## src/hw/rtl/cntc_pkg.sv

```systemverilog
// Shared types, codes and defaults of the channel noise trigger counter.
`default_nettype none

package cntc_pkg;

  // Default geometry and counter width.
  localparam int DefLayers    = 15;
  localparam int DefChips     = 16;
  localparam int DefChannels  = 64;
  localparam int DefCells     = 15;
  localparam int DefCountBits = 24;

  // Command codes.
  localparam logic [1:0] OP_EVENT  = 2'd0;
  localparam logic [1:0] OP_SAMPLE = 2'd1;
  localparam logic [1:0] OP_READ   = 2'd2;

  // Configuration register indexes.
  localparam logic [1:0] REG_LAYERS_IN_USE  = 2'd0;
  localparam logic [1:0] REG_EXPECTED_NOISE = 2'd1;
  localparam logic [1:0] REG_CHARGE_LOW     = 2'd2;
  localparam logic [1:0] REG_CHARGE_HIGH    = 2'd3;

  // Register reset values.
  localparam logic [3:0]  LAYERS_IN_USE_RST  = 4'd15;
  localparam logic [23:0] EXPECTED_NOISE_RST = 24'd0;
  localparam logic [11:0] CHARGE_LOW_RST     = 12'd100;
  localparam logic [11:0] CHARGE_HIGH_RST    = 12'd1000;

  // Quality code above which a cell is a retrigger.
  localparam logic signed [7:0] RETRIG_CODE_MIN = 8'sd2;

  // Width of a cell index.
  localparam int CellW = 4;

  // One command transaction.
  typedef struct packed {
    logic [1:0]        op;
    logic [3:0]        layer;
    logic [3:0]        chip;
    logic [3:0]        cell_req;
    logic [5:0]        channel;
    logic              cell_valid;
    logic signed [7:0] bad_bcid;
    logic              hit_high;
    logic [11:0]       charge;
  } in_item_t;

  // One readout result transaction.
  typedef struct packed {
    logic [3:0]  out_layer;
    logic [3:0]  out_chip;
    logic [5:0]  out_channel;
    logic [23:0] expected;
    logic [23:0] triggers;
    logic [23:0] retrigger_starts;
    logic [23:0] retrigger_trains;
    logic [23:0] out_of_range_charges;
  } out_item_t;

endpackage

`default_nettype wire

```

## src/hw/rtl/cntc_mark_store.sv

```systemverilog
// First-retrigger marks per chip: seen flags in flops, cell index in memory.
`default_nettype none

module cntc_mark_store
  import cntc_pkg::*;
#(
  parameter int DEPTH = 240,
  parameter int IDX_W = 8
) (
  input  wire logic             clk,
  input  wire logic             rst,
  input  wire logic             clear_all,
  input  wire logic             rd_en,
  input  wire logic [IDX_W-1:0] rd_idx,
  output logic                  seen_q,
  output logic      [CellW-1:0] cell_q,
  input  wire logic             set_en,
  input  wire logic [IDX_W-1:0] set_idx,
  input  wire logic [CellW-1:0] set_cell
);

  logic [DEPTH-1:0] seen;
  logic [CellW-1:0] cell_mem [DEPTH];

  // Seen flags: cleared together at reset and at every event start.
  always_ff @(posedge clk) begin
    if (rst || clear_all) begin
      seen <= '0;
    end else if (set_en) begin
      seen[set_idx] <= 1'b1;
    end
  end

  // Cell index memory, written when a chip gets its first retrigger mark.
  always_ff @(posedge clk) begin
    if (set_en) begin
      cell_mem[set_idx] <= set_cell;
    end
  end

  // Registered read of flag and cell index.
  always_ff @(posedge clk) begin
    if (rst) begin
      seen_q <= 1'b0;
    end else if (rd_en) begin
      seen_q <= seen[rd_idx];
    end
  end

  always_ff @(posedge clk) begin
    if (rd_en) begin
      cell_q <= cell_mem[rd_idx];
    end
  end

endmodule

`default_nettype wire

```

## config.mk

```make
export PLATFORM = sky130hd
export DESIGN_NAME = cntc_mark_store
export DESIGN_NICKNAME = d
export VERILOG_FILES = /design/src/hw/rtl/cntc_pkg.sv /design/src/hw/rtl/cntc_mark_store.sv
export SDC_FILE = /design/constraint.sdc
export NUM_CORES = 1
export LEC_CHECK = 0
export ABC_AREA = 0
export ABC_CLOCK_PERIOD_IN_PS = 4100
export BUFFER_PORTS_ARGS = -buffer_cell sky130_fd_sc_hd__buf_2
export CAP_MARGIN = 20
export CORE_UTILIZATION = 25
export DETAILED_ROUTE_END_ITERATION = 6
export SETUP_SLACK_MARGIN = 0.15
export SLEW_MARGIN = 20
export SYNTH_ARGS = -nofsm -noshare
export SYNTH_HDL_FRONTEND = slang
export SYNTH_SLANG_ARGS = --single-unit
export TNS_END_PERCENT = 20
```

## constraint.sdc

```tcl
create_clock -name clk -period 4.1 [get_ports clk]
set_input_delay 0.41 -clock clk [delete_from_list [all_inputs] [get_ports clk]]
set_output_delay 0.41 -clock clk [all_outputs]
set_load 0.01 [all_outputs]
```

==> flow_metrics.py <==
metrics = {
    "outcome": {
        "status": "complete, no violations",
    },
    "clocking": {
        "ctsResizeCount": 0,
        "clk_pin_slew_worst_paths_ns": 0.07,
        "clk_path_buf_depth": 3,
        "clockRootBuffer": "clkbuf_16",
        "clock_sinks": 1205,
        "cts-htree-levels": 3,
        "clk_latency_ns": 0.71,
        "cts_made_buffers": 119,
        "cts_tree": "done",
        "cts_setup_buffers": 0,
    },
    "layout": {
        "final_cell_mix": "964 x edfxtp_1, 691 x nor2_1, 323 x mux4_2, 241 x dfxtp_1, 127 x clkbuf_16",
        "finalNonFillerCells": 5368,
        "final_util_pct": 29.1,
        "syn_to_final_growth_pct": 15.5,
        "drive_gt1_share_pct": 22.7,
        "final_common_cell": "edfxtp_1",
        "fin_nets": 2805,
    },
    "timing": {
        "post-route-period-util_pct": 73.7,
        "setup_viol": 0,
        "worstMarginPinSlew_ns": 1.01,
        "fmax_ghz": 0.331,
        "hold_viol_final": 0,
        "rsz0062_at_grt": "false",
        "tns_ns": 0,
        "fin_worst_skew_ns": 0.0326,
        "finalCriticalPeriod_ns": 3.02,
        "relSlewSlack_pct": 30.6,
        "drv_slew": 0,
    },
    "routing": {
        "viasPerCell": 4.61,
        "drt_iter0_drc": 2395,
        "drc": 0,
        "vias": 24700,
        "routed_wl_um": 117000,
        "wl_per_cell_um": 21.7,
        "drt.antenna.violating_nets": 0,
        "drtPass1Iterations": 5,
    },
    "worst_setup_path": {
        "critPathKind": "input pin to register",
        "critPathSlowestCell": "a2111oi_0",
        "required_ns": 4.68,
        "cp.arrival_ns": 3.60,
        "critPathCaptureType": "register",
        "path_cells": "buf_8 -> buf_12 -> buf_4 -> mux4_2 -> o22ai_1 -> a2111oi_0 -> nor3_1 -> a211oi_1 -> buf_4 -> a311o_1",
        "cp_max_fo": 39,
        "crit_top_cell": "buf_4",
        "slowest_delay_ns": 0.87,
        "cp-start-kind": "input pin",
    },
    "synth": {
        "yosys_warnings": 0,
        "synth_fp_nets": 2738,
        "synthCells": 2713,
        "async_reset_ff_share_pct": 0,
        "synth.cell_area_um2": 46700,
        "synth_seq_area_share_pct": 72.3,
        "synth_edf_count": 964,
        "synth-seq-cells": 1205,
        "avgSynthCellArea_um2": 17.2,
        "ys.flop_type": "edfxtp_1",
        "synth.distinct_cells": 43,
    },
    "global_routing": {
        "antenna_found_initial": 6,
        "grt_pass1_vias": 25100,
        "grt_pass1_wl_um": 173000,
        "grt_max_degree": 148,
        "grt-ovfl-total": 0,
        "grtUsageTotal_pct": 12.4,
    },
    "die": {
        "ios": 30,
        "start_util_pct": 25.2,
        "die_w_um": 434,
        "die_area_um2": 189000,
        "core_area_um2": 186000,
        "dieHeight_um": 434,
        "rows": 158,
    },
    "power_and_ir_drop": {
        "comb_power_share_pct": 4.6,
        "p_sw_share_pct": 21.2,
        "sequentialPowerShare_pct": 52.2,
        "powerDensity_nw_per_um2": 469,
        "p_int_w": 0.0199,
        "ir_drop_mv": 0.378,
        "switchingPower_w": 0.00538,
        "leakage_nw": 16.5,
        "pwr-share-clk_pct": 43.2,
    },
    "worst_hold_path": {
        "hp-class": "input pin to register",
    },
    "placed_design": {
        "dp_hpwl_um": 73800,
        "dpl.cell_count": 5138,
        "port_buffers": 29,
        "gp_congestion": 0.829,
    },
    "job": {
        "cap_viol_max_count": 0,
    },
}
## repair_timing
action,4_1_cts,5_1_grt
setup endpoints to repair,0,0
hold buffers,1,0
hold endpoints to repair,1,0
## path summary, 6_finish.rpt
check	startpoint	endpoint	slack [ns]	cells after the start
worst max-delay path	rd_idx[0]	cell_q[3]	1.08	10
worst min-delay path	rd_en	cell_q[0]	0.05	1
worst max register to register	cell_mem[12][3]	cell_q[3]	1.13	8
worst min register to register	seen[146]	seen[146]	0.46	2
## layer usage
layer	vias to the layer above	global-route usage [%]	wire length, µm
met2	826	20.6	57400
met3	188	1.84	7290
li1	10600	-	-
met5	-	0	0
met4	0	4.14	3530
met1	13100	16.4	48400
## flip-flops by register name, summed over array words and instances, names as in the netlist
signal,count
cell_q,4
cell_mem,960
seen,240
seen_q,1
## per-stage QoR
stage	power, W	hold slack (ns)	setup WS, ns	cell area, µm²
after floorplan	0.0142	0.432	1.36	46700
after CTS	0.0255	0.000951	1.05	54000
after detailed placement	0.0147	0.452	0.297	50000
final	0.0253	0.0536	1.08	54000
after global placement	0.0147	0.444	0.318	50000
after global routing	0.0260	0.0392	0.942	54000
## logic make-up (layout without fill, tap and decap cells)
kind of cell | Yosys count | in the layout | synth area share [%]
DFF | 1205 | 1205 | 72.3
other | 0 | 4 | 0
buffers and inverters | 172 | 343 | 1.82
AOI/OAI and AO/OA | 158 | 158 | 2.58
muxes | 359 | 359 | 16.3
and+or+nand+nor | 819 | 819 | 6.99
## area by class of cell
type | instances | area, µm²
fill | 18200 | 132000
timing repair buffer | 116 | 1040
multi-input combinational | 1336 | 12100
antenna | 4 | 10.0
clock inverter | 63 | 528
clock buffer | 162 | 3410
inverter | 2 | 7.51
tap | 2480 | 3100
sequential | 1205 | 33800
## worst max-delay path: cells and delay by family
family	cells	cell delay, ns
and+or+nand+nor	1	0.24
buffers and inverters	4	1.08
AOI/OAI and AO/OA	4	1.56
muxes	1	0.24
## power groups by stage
stage,logic (W),clock network [W],registers [W]
floorplan,0.000668,0,0.0135
global placement,0.00118,0,0.0135
detailed placement,0.00119,0,0.0135
CTS,0.00119,0.0111,0.0132
global route,0.00125,0.0115,0.0132
finish,0.00118,0.0109,0.0132
## synthesized netlist by cell type (6+ instances only)
cell | count | share of area, %
nand4_1 | 11 | 0.15
o21ai_0 | 15 | 0.16
nand2b_1 | 8 | 0.11
a221oi_1 | 10 | 0.19
buf_2 | 30 | 0.32
nand3_1 | 30 | 0.32
nor3_1 | 8 | 0.086
mux2i_1 | 32 | 0.69
nor2b_1 | 20 | 0.27
a211oi_1 | 11 | 0.18
nor2_1 | 691 | 5.6
a22oi_1 | 40 | 0.64
dfxtp_1 | 241 | 10
clkbuf_1 | 98 | 0.79
o21ba_2 | 26 | 0.56
edfxtp_1 | 964 | 62
o22ai_1 | 12 | 0.16
a21oi_1 | 15 | 0.16
mux4_2 | 323 | 16
buf_1 | 7 | 0.056
buf_4 | 28 | 0.45
a2111oi_0 | 6 | 0.11
nand2_1 | 36 | 0.29
Note: power is estimated with default switching activity, not from simulation.
